<file path="src/rtl/sfps_pkg.sv">
package sfps_pkg;

    localparam int MAX_CHUNK = 8;

    // input item codes
    localparam logic [1:0] CMD_START = 2'd0;
    localparam logic [1:0] CMD_DATA  = 2'd1;
    localparam logic [1:0] CMD_RESP  = 2'd2;

    // configuration register indexes
    localparam logic [2:0] REG_PAGE_LOG2 = 3'd0;
    localparam logic [2:0] REG_READ_OP   = 3'd1;
    localparam logic [2:0] REG_PROG_OP   = 3'd2;
    localparam logic [2:0] REG_WEN_OP    = 3'd3;
    localparam logic [2:0] REG_STAT_OP   = 3'd4;
    localparam logic [2:0] REG_BUSY_MASK = 3'd5;
    localparam logic [2:0] REG_POLL_LIM  = 3'd6;

    localparam logic [1:0] ADDR_LEN_3 = 2'd3;
    localparam logic [3:0] PAGE_LOG2_MAX = 4'd12;

    typedef enum logic [1:0] {
        KIND_TXN   = 2'd0,
        KIND_RBYTE = 2'd1,
        KIND_DONE  = 2'd2
    } t_kind;

    typedef enum logic [1:0] {
        PH_IDLE,
        PH_READ,
        PH_GATHER,
        PH_POLL
    } t_phase;

    // final result of a plan
    typedef enum logic [1:0] {
        TAIL_NONE,
        TAIL_READ,
        TAIL_STATUS,
        TAIL_DONE
    } t_tail;

    typedef enum logic [1:0] {
        EM_BYTES,
        EM_WEN,
        EM_PROG,
        EM_TAIL
    } t_emit;

    typedef struct packed {
        logic [3:0]  page_log2;
        logic [7:0]  read_op;
        logic [7:0]  prog_op;
        logic [7:0]  wen_op;
        logic [7:0]  stat_op;
        logic [7:0]  busy_mask;
        logic [31:0] poll_limit;
    } t_cfg;

    // Results caused by one input item: read bytes, optional
    // write-enable + program pair, then one tail result.
    typedef struct packed {
        logic [3:0]  rb_cnt;
        logic [63:0] data;
        logic        wr_pair;
        t_tail       tail;
        logic        err;
        logic [23:0] addr;
        logic [3:0]  len;
    } t_plan;

    typedef struct packed {
        t_kind       kind;
        logic [7:0]  opcode;
        logic [23:0] addr;
        logic [1:0]  abytes;
        logic [3:0]  dbytes;
        logic        is_read;
        logic [63:0] tx_data;
        logic [7:0]  read_byte;
        logic        err;
        logic        last;
    } t_result;

endpackage

</file>
<file path="src/rtl/sfps_ctrl.sv">
module sfps_ctrl (
    input  logic                 i_clk,
    input  logic                 i_rst_n,
    input  sfps_pkg::t_cfg       i_cfg,
    input  logic                 i_accept,
    input  logic [1:0]           i_cmd,
    input  logic                 i_op_is_write,
    input  logic [23:0]          i_start_address,
    input  logic [24:0]          i_byte_count,
    input  logic [7:0]           i_data_byte,
    input  logic [63:0]          i_response_data,
    output sfps_pkg::t_plan      o_plan
);
    import sfps_pkg::*;

    t_phase      r_phase,       n_phase;
    logic [23:0] r_cur_address, n_cur_address;
    logic [24:0] r_remaining,   n_remaining;
    logic [3:0]  r_chunk_len,   n_chunk_len;
    logic [3:0]  r_chunk_fill,  n_chunk_fill;
    logic [63:0] r_chunk_data,  n_chunk_data;
    logic [31:0] r_polls_left,  n_polls_left;

    logic [23:0] w_adv_addr;
    logic [24:0] w_adv_rem;
    logic [3:0]  w_fill_inc;
    logic [63:0] w_data_ins;

    function automatic logic [3:0] f_rd_len(input logic [24:0] rem);
        return (rem < 25'(MAX_CHUNK)) ? rem[3:0] : 4'(MAX_CHUNK);
    endfunction

    // chunk length capped by count, page end and chunk size
    function automatic logic [3:0] f_wr_len(input logic [23:0] addr,
                                            input logic [24:0] rem,
                                            input logic [3:0]  lg_in);
        logic [3:0]  lg;
        logic [12:0] psize;
        logic [12:0] page_left;
        logic [3:0]  m;
        lg        = (lg_in > PAGE_LOG2_MAX) ? PAGE_LOG2_MAX : lg_in;
        psize     = 13'd1 << lg;
        page_left = psize - (addr[12:0] & (psize - 13'd1));
        m         = f_rd_len(rem);
        return (page_left < 13'(m)) ? page_left[3:0] : m;
    endfunction

    assign w_adv_addr = r_cur_address + 24'(r_chunk_len);
    assign w_adv_rem  = r_remaining - 25'(r_chunk_len);
    assign w_fill_inc = r_chunk_fill + 4'd1;
    assign w_data_ins = r_chunk_data |
                        (64'(i_data_byte) << {r_chunk_fill[2:0], 3'b000});

    always_comb begin
        n_phase       = r_phase;
        n_cur_address = r_cur_address;
        n_remaining   = r_remaining;
        n_chunk_len   = r_chunk_len;
        n_chunk_fill  = r_chunk_fill;
        n_chunk_data  = r_chunk_data;
        n_polls_left  = r_polls_left;
        o_plan        = '0;
        o_plan.tail   = TAIL_NONE;

        unique case (i_cmd)
            CMD_START: begin
                n_cur_address = i_start_address;
                n_remaining   = i_byte_count;
                if (i_byte_count == '0) begin
                    o_plan.tail = TAIL_DONE;
                    n_phase     = PH_IDLE;
                end else if (i_op_is_write) begin
                    n_chunk_len  = f_wr_len(i_start_address, i_byte_count,
                                            i_cfg.page_log2);
                    n_chunk_fill = '0;
                    n_chunk_data = '0;
                    n_phase      = PH_GATHER;
                end else begin
                    n_chunk_len = f_rd_len(i_byte_count);
                    o_plan.tail = TAIL_READ;
                    o_plan.addr = i_start_address;
                    o_plan.len  = n_chunk_len;
                    n_phase     = PH_READ;
                end
            end
            CMD_DATA: begin
                if (r_phase == PH_GATHER) begin
                    n_chunk_data = w_data_ins;
                    n_chunk_fill = w_fill_inc;
                    if (w_fill_inc >= r_chunk_len) begin
                        o_plan.wr_pair = 1'b1;
                        o_plan.addr    = r_cur_address;
                        o_plan.len     = r_chunk_len;
                        o_plan.data    = w_data_ins;
                        if (i_cfg.poll_limit == '0) begin
                            o_plan.tail = TAIL_DONE;
                            o_plan.err  = 1'b1;
                            n_phase     = PH_IDLE;
                        end else begin
                            n_polls_left = i_cfg.poll_limit - 32'd1;
                            o_plan.tail  = TAIL_STATUS;
                            n_phase      = PH_POLL;
                        end
                    end
                end
            end
            CMD_RESP: begin
                if (r_phase == PH_READ) begin
                    o_plan.rb_cnt = r_chunk_len;
                    o_plan.data   = i_response_data;
                    n_cur_address = w_adv_addr;
                    n_remaining   = w_adv_rem;
                    if (w_adv_rem == '0) begin
                        o_plan.tail = TAIL_DONE;
                        n_phase     = PH_IDLE;
                    end else begin
                        n_chunk_len = f_rd_len(w_adv_rem);
                        o_plan.tail = TAIL_READ;
                        o_plan.addr = w_adv_addr;
                        o_plan.len  = n_chunk_len;
                    end
                end else if (r_phase == PH_POLL) begin
                    if ((i_response_data[7:0] & i_cfg.busy_mask) == '0) begin
                        n_cur_address = w_adv_addr;
                        n_remaining   = w_adv_rem;
                        if (w_adv_rem == '0) begin
                            o_plan.tail = TAIL_DONE;
                            n_phase     = PH_IDLE;
                        end else begin
                            n_chunk_len  = f_wr_len(w_adv_addr, w_adv_rem,
                                                    i_cfg.page_log2);
                            n_chunk_fill = '0;
                            n_chunk_data = '0;
                            n_phase      = PH_GATHER;
                        end
                    end else if (r_polls_left == '0) begin
                        o_plan.tail = TAIL_DONE;
                        o_plan.err  = 1'b1;
                        n_phase     = PH_IDLE;
                    end else begin
                        n_polls_left = r_polls_left - 32'd1;
                        o_plan.tail  = TAIL_STATUS;
                    end
                end
            end
            default: begin
            end
        endcase
    end

    always_ff @(posedge i_clk) begin
        if (!i_rst_n) begin
            r_phase       <= PH_IDLE;
            r_cur_address <= '0;
            r_remaining   <= '0;
            r_chunk_len   <= '0;
            r_chunk_fill  <= '0;
            r_chunk_data  <= '0;
            r_polls_left  <= '0;
        end else if (i_accept) begin
            r_phase       <= n_phase;
            r_cur_address <= n_cur_address;
            r_remaining   <= n_remaining;
            r_chunk_len   <= n_chunk_len;
            r_chunk_fill  <= n_chunk_fill;
            r_chunk_data  <= n_chunk_data;
            r_polls_left  <= n_polls_left;
        end
    end

endmodule

</file>
<file path="src/rtl/sfps_emit.sv">
module sfps_emit (
    input  logic                 i_clk,
    input  logic                 i_rst_n,
    input  sfps_pkg::t_cfg       i_cfg,
    input  logic                 i_plan_load,
    input  sfps_pkg::t_plan      i_plan,
    output logic                 o_plan_free,
    output logic                 o_valid,
    input  logic                 i_ready,
    output sfps_pkg::t_result    o_res
);
    import sfps_pkg::*;

    t_plan   r_plan;
    logic    r_pv,    n_pv;
    t_emit   r_state, n_state;
    logic [3:0] r_bidx, n_bidx;
    t_result r_out;
    logic    r_ov;
    t_result w_cur;
    logic    w_load;
    logic    w_step;
    logic [3:0] w_bidx_inc;

    assign w_load      = !r_ov || i_ready;
    assign w_step      = r_pv && w_load;
    assign w_bidx_inc  = r_bidx + 4'd1;
    assign o_plan_free = !r_pv || (r_state == EM_TAIL && w_load);
    assign o_valid     = r_ov;
    assign o_res       = r_out;

    // next state
    always_comb begin
        n_state = r_state;
        n_bidx  = r_bidx;
        n_pv    = r_pv;
        if (w_step) begin
            unique case (r_state)
                EM_BYTES: begin
                    n_bidx = w_bidx_inc;
                    if (w_bidx_inc == r_plan.rb_cnt) begin
                        n_state = r_plan.wr_pair ? EM_WEN : EM_TAIL;
                    end
                end
                EM_WEN:  n_state = EM_PROG;
                EM_PROG: n_state = EM_TAIL;
                EM_TAIL: n_pv    = 1'b0;
                default: n_state = EM_TAIL;
            endcase
        end
        if (i_plan_load) begin
            n_pv   = 1'b1;
            n_bidx = '0;
            if (i_plan.rb_cnt != '0) begin
                n_state = EM_BYTES;
            end else if (i_plan.wr_pair) begin
                n_state = EM_WEN;
            end else begin
                n_state = EM_TAIL;
            end
        end
    end

    // current result
    always_comb begin
        w_cur      = '0;
        w_cur.kind = KIND_TXN;
        w_cur.last = (r_state == EM_TAIL);
        unique case (r_state)
            EM_BYTES: begin
                w_cur.kind      = KIND_RBYTE;
                w_cur.read_byte = 8'(r_plan.data >> {r_bidx[2:0], 3'b000});
            end
            EM_WEN: begin
                w_cur.opcode = i_cfg.wen_op;
            end
            EM_PROG: begin
                w_cur.opcode  = i_cfg.prog_op;
                w_cur.addr    = r_plan.addr;
                w_cur.abytes  = ADDR_LEN_3;
                w_cur.dbytes  = r_plan.len;
                w_cur.tx_data = r_plan.data;
            end
            EM_TAIL: begin
                unique case (r_plan.tail)
                    TAIL_READ: begin
                        w_cur.opcode  = i_cfg.read_op;
                        w_cur.addr    = r_plan.addr;
                        w_cur.abytes  = ADDR_LEN_3;
                        w_cur.dbytes  = r_plan.len;
                        w_cur.is_read = 1'b1;
                    end
                    TAIL_STATUS: begin
                        w_cur.opcode  = i_cfg.stat_op;
                        w_cur.dbytes  = 4'd1;
                        w_cur.is_read = 1'b1;
                    end
                    TAIL_DONE: begin
                        w_cur.kind = KIND_DONE;
                        w_cur.err  = r_plan.err;
                    end
                    default: begin
                    end
                endcase
            end
            default: begin
            end
        endcase
    end

    always_ff @(posedge i_clk) begin
        if (!i_rst_n) begin
            r_pv    <= 1'b0;
            r_ov    <= 1'b0;
            r_state <= EM_TAIL;
            r_bidx  <= '0;
        end else begin
            r_pv    <= n_pv;
            r_state <= n_state;
            r_bidx  <= n_bidx;
            if (w_load) begin
                r_ov <= r_pv;
            end
        end
    end

    always_ff @(posedge i_clk) begin
        if (i_plan_load) begin
            r_plan <= i_plan;
        end
        if (w_step) begin
            r_out <= w_cur;
        end
    end

endmodule

</file>
<file path="src/rtl/spi_flash_program_read_sequencer_core.sv">
// Channel   | Direction | Handshake                    | Payload
// s_axis    | in        | s_axis_tvalid/s_axis_tready  | tuser cmd, tdata start/data/response
// m_axis    | out       | m_axis_tvalid/m_axis_tready  | tuser kind, tdata txn fields, tlast
// cfg       | in        | i_cfg_valid/o_cfg_ready      | i_cfg_index, i_cfg_data
//
// An item is decoded in the cycle it is accepted: sequencer state updates at
// once and the results it causes (0 to 9) go to a plan register. The plan is
// drained into the output register at one result per cycle while the output
// register is not stalled, so an item with results holds the input until its
// last result moves out. The next item is accepted in the cycle the last
// result of the plan moves out, so a stalled result register holds the input off.
// Reset is synchronous: state idles and control and config registers take their defaults.
module spi_flash_program_read_sequencer_core (
    input  logic          i_clk,
    input  logic          i_rst_n,

    input  logic          s_axis_tvalid,
    output logic          s_axis_tready,
    // [0] op_is_write, [24:1] start_address, [49:25] byte_count,
    // [57:50] data_byte, [121:58] response_data, [127:122] zero
    input  logic [127:0]  s_axis_tdata,
    // [1:0] cmd
    input  logic [1:0]    s_axis_tuser,

    output logic          m_axis_tvalid,
    input  logic          m_axis_tready,
    // [7:0] flash_opcode, [31:8] flash_address, [33:32] address_bytes,
    // [37:34] data_bytes, [38] is_read, [102:39] tx_data,
    // [110:103] read_byte, [111] error
    output logic [111:0]  m_axis_tdata,
    // [1:0] kind
    output logic [1:0]    m_axis_tuser,
    output logic          m_axis_tlast,

    input  logic          i_cfg_valid,
    output logic          o_cfg_ready,
    input  logic [2:0]    i_cfg_index,
    input  logic [31:0]   i_cfg_data
);
    import sfps_pkg::*;

    t_cfg    r_cfg;
    t_plan   w_plan;
    t_result w_res;
    logic    w_accept;
    logic    w_plan_free;
    logic    w_plan_load;

    // config registers: always ready
    assign o_cfg_ready = 1'b1;

    always_ff @(posedge i_clk) begin
        if (!i_rst_n) begin
            r_cfg.page_log2  <= 4'd8;
            r_cfg.read_op    <= 8'd3;
            r_cfg.prog_op    <= 8'd2;
            r_cfg.wen_op     <= 8'd6;
            r_cfg.stat_op    <= 8'd5;
            r_cfg.busy_mask  <= 8'd1;
            r_cfg.poll_limit <= 32'd100000;
        end else if (i_cfg_valid) begin
            unique case (i_cfg_index)
                REG_PAGE_LOG2: r_cfg.page_log2  <= i_cfg_data[3:0];
                REG_READ_OP:   r_cfg.read_op    <= i_cfg_data[7:0];
                REG_PROG_OP:   r_cfg.prog_op    <= i_cfg_data[7:0];
                REG_WEN_OP:    r_cfg.wen_op     <= i_cfg_data[7:0];
                REG_STAT_OP:   r_cfg.stat_op    <= i_cfg_data[7:0];
                REG_BUSY_MASK: r_cfg.busy_mask  <= i_cfg_data[7:0];
                REG_POLL_LIM:  r_cfg.poll_limit <= i_cfg_data;
                default: begin
                end
            endcase
        end
    end

    assign s_axis_tready = w_plan_free;
    assign w_accept      = s_axis_tvalid && s_axis_tready;
    // items that cause no result never occupy the plan register
    assign w_plan_load   = w_accept && (w_plan.tail != TAIL_NONE);

    sfps_ctrl u_ctrl (
        .i_clk           (i_clk),
        .i_rst_n         (i_rst_n),
        .i_cfg           (r_cfg),
        .i_accept        (w_accept),
        .i_cmd           (s_axis_tuser),
        .i_op_is_write   (s_axis_tdata[0]),
        .i_start_address (s_axis_tdata[24:1]),
        .i_byte_count    (s_axis_tdata[49:25]),
        .i_data_byte     (s_axis_tdata[57:50]),
        .i_response_data (s_axis_tdata[121:58]),
        .o_plan          (w_plan)
    );

    sfps_emit u_emit (
        .i_clk       (i_clk),
        .i_rst_n     (i_rst_n),
        .i_cfg       (r_cfg),
        .i_plan_load (w_plan_load),
        .i_plan      (w_plan),
        .o_plan_free (w_plan_free),
        .o_valid     (m_axis_tvalid),
        .i_ready     (m_axis_tready),
        .o_res       (w_res)
    );

    assign m_axis_tuser = w_res.kind;
    assign m_axis_tlast = w_res.last;
    assign m_axis_tdata = {w_res.err, w_res.read_byte, w_res.tx_data, w_res.is_read,
                           w_res.dbytes, w_res.abytes, w_res.addr, w_res.opcode};

endmodule

</file>
<file path="config.mk">
export PLATFORM = sky130hd
export DESIGN_NAME = spi_flash_program_read_sequencer_core
export DESIGN_NICKNAME = d
export VERILOG_FILES = /design/src/rtl/sfps_pkg.sv /design/src/rtl/sfps_ctrl.sv /design/src/rtl/sfps_emit.sv /design/src/rtl/spi_flash_program_read_sequencer_core.sv
export SDC_FILE = /design/constraint.sdc
export NUM_CORES = 1
export LEC_CHECK = 0
export BUFFER_PORTS_ARGS = -buffer_cell sky130_fd_sc_hd__buf_2
export CORE_MARGIN = 2
export CORE_UTILIZATION = 28
export CTS_BUF_LIST = sky130_fd_sc_hd__clkbuf_4 sky130_fd_sc_hd__clkbuf_8
export DETAILED_ROUTE_END_ITERATION = 8
export PLACE_DENSITY = 0.56
export SETUP_SLACK_MARGIN = 0.4
export SLEW_MARGIN = 20
export SYNTH_ARGS = -nofsm -noshare
export SYNTH_HDL_FRONTEND = slang
export SYNTH_SLANG_ARGS = --single-unit
</file>
<file path="constraint.sdc">
create_clock -name i_clk -period 18.8 [get_ports i_clk]
set_input_delay 2.82 -clock i_clk [delete_from_list [all_inputs] [get_ports i_clk]]
set_output_delay 2.82 -clock i_clk [all_outputs]
set_load 0.01 [all_outputs]
</file>
Yosys cells after proc, flatten, opt, wreduce, memory -nomap -nowiden
Cells that the tools add are included.

Add/sub/neg operators: 9. $lt $le $gt $ge: 6. Equal/unequal tests: 34. Shift-type cells: 3. Multiplexer cells: 100. Bitwise operators: 5. Reduce and logical (&&, ||, !) cells: 41.

Operators by type and width (number): $mux 64 (7); $mux 32 (7); $mux 96 (2); $pmux 64 s3 (1); $pmux 64 s2 (1); $mux 28 (4); $pmux 28 s3 (1); $mux 4 (20); $mux 25 (3); $mux 24 (3); $mux 68 (1); $logic_not 32->1 (2); $or 64x64->64 (1); $pmux 32 s2 (1); $shl 8x6->64 (1); $shr 64x6->8 (1); $sub 32x1->32 const B (2); $pmux 30 s2 (1); $logic_not 25->1 (2); $lt 25x4->1 const B (2); $pmux 25 s2 (1); $pmux 24 s2 (1); $mux 2 (23); $and 13x13->13 (2); 49 further kinds (108).

Flip-flop bits (word level): 454. Input port bits: 170. Output and inout bits: 118. Logic and storage cells: 233.

Longest topological paths before layout
Depth in word-level cells: 13. Mapped depth: 23. Depth with buffers taken out: 21.

By module
Synthesis repeated with hierarchy kept, for this count alone.

Cells, all modules: 2661. Area total of the unflattened synthesis: 24847.6 um2.

Modules (own cells, without submodules): sfps_ctrl (instances 1, cells an instance 1906, area each 13481.7 um2, seq. area each 3103.0 um2); sfps_emit (instances 1, cells an instance 456, area each 8361.8 um2, seq. area each 6586.3 um2); spi_flash_program_read_sequencer_core (instances 1, cells an instance 299, area each 3004.1 um2, seq. area each 1521.5 um2).

Worst setup path after synthesis
No wires, ideal clock.

Kind: input to register. Start: in s_axis_tuser[0]. End: reg u_ctrl.r_polls_left[28]. Setup time: 0.132 ns. Arrival time: 8.160 ns. Data required time: 18.668 ns. Setup slack: 10.508 ns. Cell stages on the path: 23. Buffers on the path: 9. Cells stage by stage: inv_1 ha_1 buf_2 buf_2 clkbuf_1 buf_1 clkbuf_1 clkbuf_1 buf_1 clkbuf_1 mux2i_1 ha_1 o21ai_0 or2_2 clkbuf_1 or4_1 or2_2 or2_1 nor2_1 nand2_1 xor2_1 nand2_1 a21oi_1.

Word-level cells in the longest chain between the ends: 3. Elaborated cells between the ends (all ways): 12. Those cells by class: eq/ne: 9; mux: 1; reduce/logical: 2.

RTL lines: start, declared (line spi_flash_program_read_sequencer_core.sv:23) `input logic [1:0] s_axis_tuser,`; $eq 2x2->1 or $eq 2x1->1 (tied branches) (line sfps_ctrl.sv:65) `unique case (i_cmd)`; $ne 2x2->1 (no source line) (tied with other cells); $reduce_and 9->1 (no source line); end signal, assigned (line sfps_ctrl.sv:167) `r_polls_left <= n_polls_left;`; end, declared (line sfps_ctrl.sv:22) `logic [31:0] r_polls_left, n_polls_left;`.

Parallel ways exist; a longest one is shown, timed or not. A chain may end at the register's enable or synchronous reset.

Final worst setup path
Ends and elaborated chain as after synthesis.

==> impl.org <==
** Status
- Run status :: finished, final reports clean

** Flow run
- Max-cap violations :: 0

** Floorplanning
- The die covers between 90,000 and 100,000 um^2.
- Core region area :: 88,400 um^2
- During I/O placement, the number of pins put on the boundary was 288.
- Horizontal extent of the die :: 302 um
- For this configuration, the core starts out at a cell density of 0.282.
- The die is between 300 and 400 um tall.
- The initialized floorplan defines 109 standard-cell rows.

** Worst setup path
- The slowest stage of the critical path belongs to the cell sky130_fd_sc_hd__buf_4.
- Startpoint of the worst-slack reg-to-reg timing path :: r_cfg[72]$_SDFFE_PN0P_
- Reg-to-reg setup timing slack :: 12.68 ns
- Highest net fanout along the worst path :: 69
- For the worst setup path, the data required time is between 15 and 20 ns.
- The worst setup path is launched from an input port.
- The worst register-to-register path has a depth of 20.
- Crit-path cells :: buf_2 -> inv_1 -> ha_4 -> buf_4 -> buf_4 -> or3b_1 -> a221o_1 -> nand4bb_1 -> or4_1 -> or2_2 -> or2_1 -> nor2_1 -> nand2_1 -> xor2_1 -> nand2_1 -> a21oi_1
- In this design, the stage delay of the slowest critical-path cell is 0.71 ns.
- Capture point of the worst reg-to-reg path :: u_ctrl.r_chunk_len[1]$_SDFFE_PN0P_
- Data on the critical path arrives at its endpoint at 8.02 ns.
- Critical path capture point type :: flop
- Critical Setup Path Class :: input port to flop

** Clocking
- The tree built by TritonCTS fans out to approximately 450 sinks.
- The number of hold buffers added after CTS was 0.
- The later pin in the worst-skew pair is clocked with a latency of around 0.7 ns.
- Clock input transition at the sequential cells of the worst setup and hold paths :: about 0.060 ns
- Maximum buffer depth of the clock tree :: 3
- TritonCTS Buffers :: 85
- TritonCTS built the clock tree.
- Number of setup buffers added after CTS :: 0
- Post-CTS repair changed the size of 0 cells.
- CTS built an H-tree with a depth of 3.
- Library cell used as clock root buffer :: sky130_fd_sc_hd__clkbuf_8

** Worst hold path
- Hold Crit Start :: r_cfg[68]$_SDFFE_PN0P_
- Number of instances on the worst hold path :: 2
- The path with the worst hold slack has its endpoint at r_cfg[68]$_SDFFE_PN0P_.
- In this run the worst hold path is classified as flop to flop.

** Detailed routing
- In this run the remaining antenna-violating nets after routing total 0.
- After the first detailed-routing iteration, the DRC count stood at 1,775.
- For this block, the routed nets add up to 82.1 mm of wire.
- For this run, the detailed router's first-pass iteration total came to 7.
- For this run, design rule violations remaining after detail routing come to 0.
- After detailed routing, the average wire length per cell comes to around 19 um.
- Vias after detailed routing :: 21,644
- Vias per inst :: 5.05

** Yosys
- Leading post-synthesis cells by instance count :: 485 x sky130_fd_sc_hd__nand2_1, 239 x sky130_fd_sc_hd__dfxtp_1, 217 x sky130_fd_sc_hd__and2_1
- A synthesized cell averages 8.81 um^2.
- Asr flop ratio synth :: 0
- The share of the Yosys chip area taken by registers is 0.449.
- Most common cell in the netlist :: sky130_fd_sc_hd__nand2_1
- Flip-flop and latch count after synthesis :: 453
- Synthesized net count :: 3,051
- By area the synthesized netlist is led by sky130_fd_sc_hd__edfxtp_1 26%, sky130_fd_sc_hd__dfxtp_1 19%, sky130_fd_sc_hd__nand2_1 7.3%.
- Synthesis handed over a netlist of between 2,000 and 3,000 instances.
- Synth warnings :: 0
- Post-synth cell types :: 90
- The synthesized netlist occupies a cell area of between 20,000 and 25,000 um^2.
- Primary flip-flop cell chosen by synthesis mapping :: sky130_fd_sc_hd__dfxtp_1
- Biggest area consumer among synthesized cells :: sky130_fd_sc_hd__edfxtp_1
- Proportion of netlist area held by the largest area contributor :: 0.258
- Number of enable flip-flop cells after synthesis :: 214

** Global routing
- Via count of the first global-routing pass :: 20,377
- Summed over all layers, the global routing overflow is 0.
- Global-route wire length before repair :: around 120 mm
- Total track usage :: 0.175
- Entering global routing, the biggest net connects 94 pins.
- Antenna violations before repair :: 16

** Finish
- Measured on the finished design, the core utilization comes to 0.330.
- The area growth from synthesis to layout is 17.1%.
- Number of nets in the finished design :: around 3,300
- Of the cells placed in the final design, the portion with a size suffix greater than 1 is 0.168.
- After filler insertion, the fill cell instance count of the layout stands at 9,300.

** Timing
- Dividing the final minimum period by the clock period gives 0.395.
- The total count of hold-check failures in the final report was 0.
- Final setup skew :: 0.0512 ns
- Setup violations remaining at the end of the flow were counted as 0.
- For the pin with the worst max-slew slack, the measured transition is 1.09 ns.
- Final Critical Period :: 7.43 ns
- The worst pin sits at a relative slew slack of 0.275.
- Setup repair after global routing left no endpoint under its margin.
- Number of slew-limit violations in the final report :: 0
- Total negative slack :: 0 ns
- Max Freq :: 0.135 GHz

** Pwr
- PwrDens :: 81.9 nW/um^2
- The analysis attributes to cell leakage a power of 11.3 nW.
- Peak supply drop :: 40.2 uV

** Placement
- The wire-length estimate of the detail-placed layout is 57.5 mm.
- Placer congestion estimate :: roughly 0.84
- Number of port buffers :: 280
registers in the layout, summed over array words and instances (netlist names), 24 cells and up:
register and count:
u_emit.o_res 114, u_emit.r_plan 100, r_cfg 76, u_ctrl.r_chunk_data 64, u_ctrl.r_polls_left 32, u_ctrl.r_remaining 25, u_ctrl.r_cur_address 24
power breakdown:
part	internal, mW	total [mW]	switching, mW
clock	0.577	1.04	0.468
sequential	1.05	1.07	0.0185
combinational	0.0971	0.279	0.181
total	1.72	2.39	0.668
through the flow:
step	worst slack [ns]	area, um^2	std cells	total power [mW]	hold WS (ns)
3_5_place_dp	10.71	27300	4125	1.37	0.452
5_1_grt	11.03	29200	4287	2.49	0.490
4_1_cts	11.49	29200	4281	2.42	0.461
3_3_place_gp	10.76	27300	4125	1.37	0.450
2_1_floorplan	10.51	24900	2831	1.27	0.436
6_report	11.37	29200	4289	2.39	0.462
area by class of cell:
| class | count | area [um^2] | area share |
|---|---|---|---|
| inverter | 63 | 239 | 0.00818 |
| sequential | 453 | 11200 | 0.384 |
| clock buffer | 115 | 1450 | 0.0495 |
| tap | 1165 | 1460 | 0.0499 |
| clock inverter | 41 | 384 | 0.0132 |
| multi-input combinational | 2131 | 12800 | 0.438 |
| timing repair buffer | 313 | 1650 | 0.0566 |
| antenna | 8 | 20.0 | 0.000685 |
how the worst max path moves through the flow:
stage                    start                              endpoint  slack (ns)  cells past startpoint
3_5_place_dp   s_axis_tuser[0]  u_ctrl.r_polls_left[29]$_SDFFE_PN0P_       10.71                     14
4_1_cts        s_axis_tuser[0]  u_ctrl.r_polls_left[29]$_SDFFE_PN0P_       11.49                     14
3_3_place_gp   s_axis_tuser[0]  u_ctrl.r_polls_left[29]$_SDFFE_PN0P_       10.76                     14
6_report       s_axis_tuser[0]  u_ctrl.r_polls_left[28]$_SDFFE_PN0P_       11.37                     16
5_1_grt        s_axis_tuser[0]  u_ctrl.r_polls_left[28]$_SDFFE_PN0P_       11.03                     16
2_1_floorplan  s_axis_tuser[0]  u_ctrl.r_polls_left[28]$_SDFFE_PN0P_       10.51                     23
cell families (layout without fill, tap and decap cells):
group                      after synthesis  after routing  synth area share
and+or+nand+nor                       1221           1221             0.241
DFF                                    453            453             0.449
AOI/OAI and AO/OA                      740            740             0.190
buffers and inverters                  247            532            0.0399
xor gates and xnor gates                44             44            0.0154
adders and majority gates               50             50            0.0257
muxes                                   75             75            0.0384
other                                    1              9          0.000150
placed cells by master, fill, tap and decap left out, types with 12 or more instances in the layout:
| master | n |
|---|---|
| sky130_fd_sc_hd__a211oi_1 | 16 |
| sky130_fd_sc_hd__a21boi_0 | 60 |
| sky130_fd_sc_hd__a21o_1 | 73 |
| sky130_fd_sc_hd__a21oi_1 | 168 |
| sky130_fd_sc_hd__a222oi_1 | 17 |
| sky130_fd_sc_hd__a22oi_1 | 25 |
| sky130_fd_sc_hd__a31oi_1 | 18 |
| sky130_fd_sc_hd__and2_1 | 216 |
| sky130_fd_sc_hd__and3_1 | 17 |
| sky130_fd_sc_hd__buf_2 | 279 |
| sky130_fd_sc_hd__buf_4 | 34 |
| sky130_fd_sc_hd__clkbuf_4 | 22 |
| sky130_fd_sc_hd__clkbuf_8 | 93 |
| sky130_fd_sc_hd__clkinv_1 | 17 |
| sky130_fd_sc_hd__dfxtp_1 | 239 |
| sky130_fd_sc_hd__edfxtp_1 | 214 |
| sky130_fd_sc_hd__ha_1 | 45 |
| sky130_fd_sc_hd__inv_1 | 58 |
| sky130_fd_sc_hd__mux2i_1 | 54 |
| sky130_fd_sc_hd__mux4_2 | 16 |
| sky130_fd_sc_hd__nand2_1 | 485 |
| sky130_fd_sc_hd__nand2b_1 | 15 |
| sky130_fd_sc_hd__nand3_1 | 52 |
| sky130_fd_sc_hd__nor2_1 | 158 |
| sky130_fd_sc_hd__nor2b_1 | 75 |
| sky130_fd_sc_hd__nor3_1 | 76 |
| sky130_fd_sc_hd__nor4_1 | 21 |
| sky130_fd_sc_hd__o211ai_1 | 14 |
| sky130_fd_sc_hd__o21a_1 | 14 |
| sky130_fd_sc_hd__o21ai_0 | 157 |
| sky130_fd_sc_hd__o21ai_1 | 55 |
| sky130_fd_sc_hd__o22ai_1 | 24 |
| sky130_fd_sc_hd__o31ai_1 | 13 |
| sky130_fd_sc_hd__or2_2 | 12 |
| sky130_fd_sc_hd__or3_1 | 22 |
| sky130_fd_sc_hd__xnor2_1 | 23 |
| sky130_fd_sc_hd__xor2_1 | 21 |
critical path, delay by kind of cell:
| family | cells | cell delay, ns |
|---|---|---|
| and+or+nand+nor | 8 | 2.40 |
| adders and majority gates | 1 | 0.53 |
| buffers and inverters | 4 | 1.58 |
| xor gates and xnor gates | 1 | 0.14 |
| AOI/OAI and AO/OA | 2 | 0.50 |
per-layer routing:
metal  part of all wire  up-vias  track usage
met5            0.00084        -            0
met4              0.026       10       0.0579
met3              0.063      127       0.0372
met2               0.45      621        0.275
met1               0.46    10306        0.239
li1                   -    10580            -
Power figures use the tool's default switching activity.
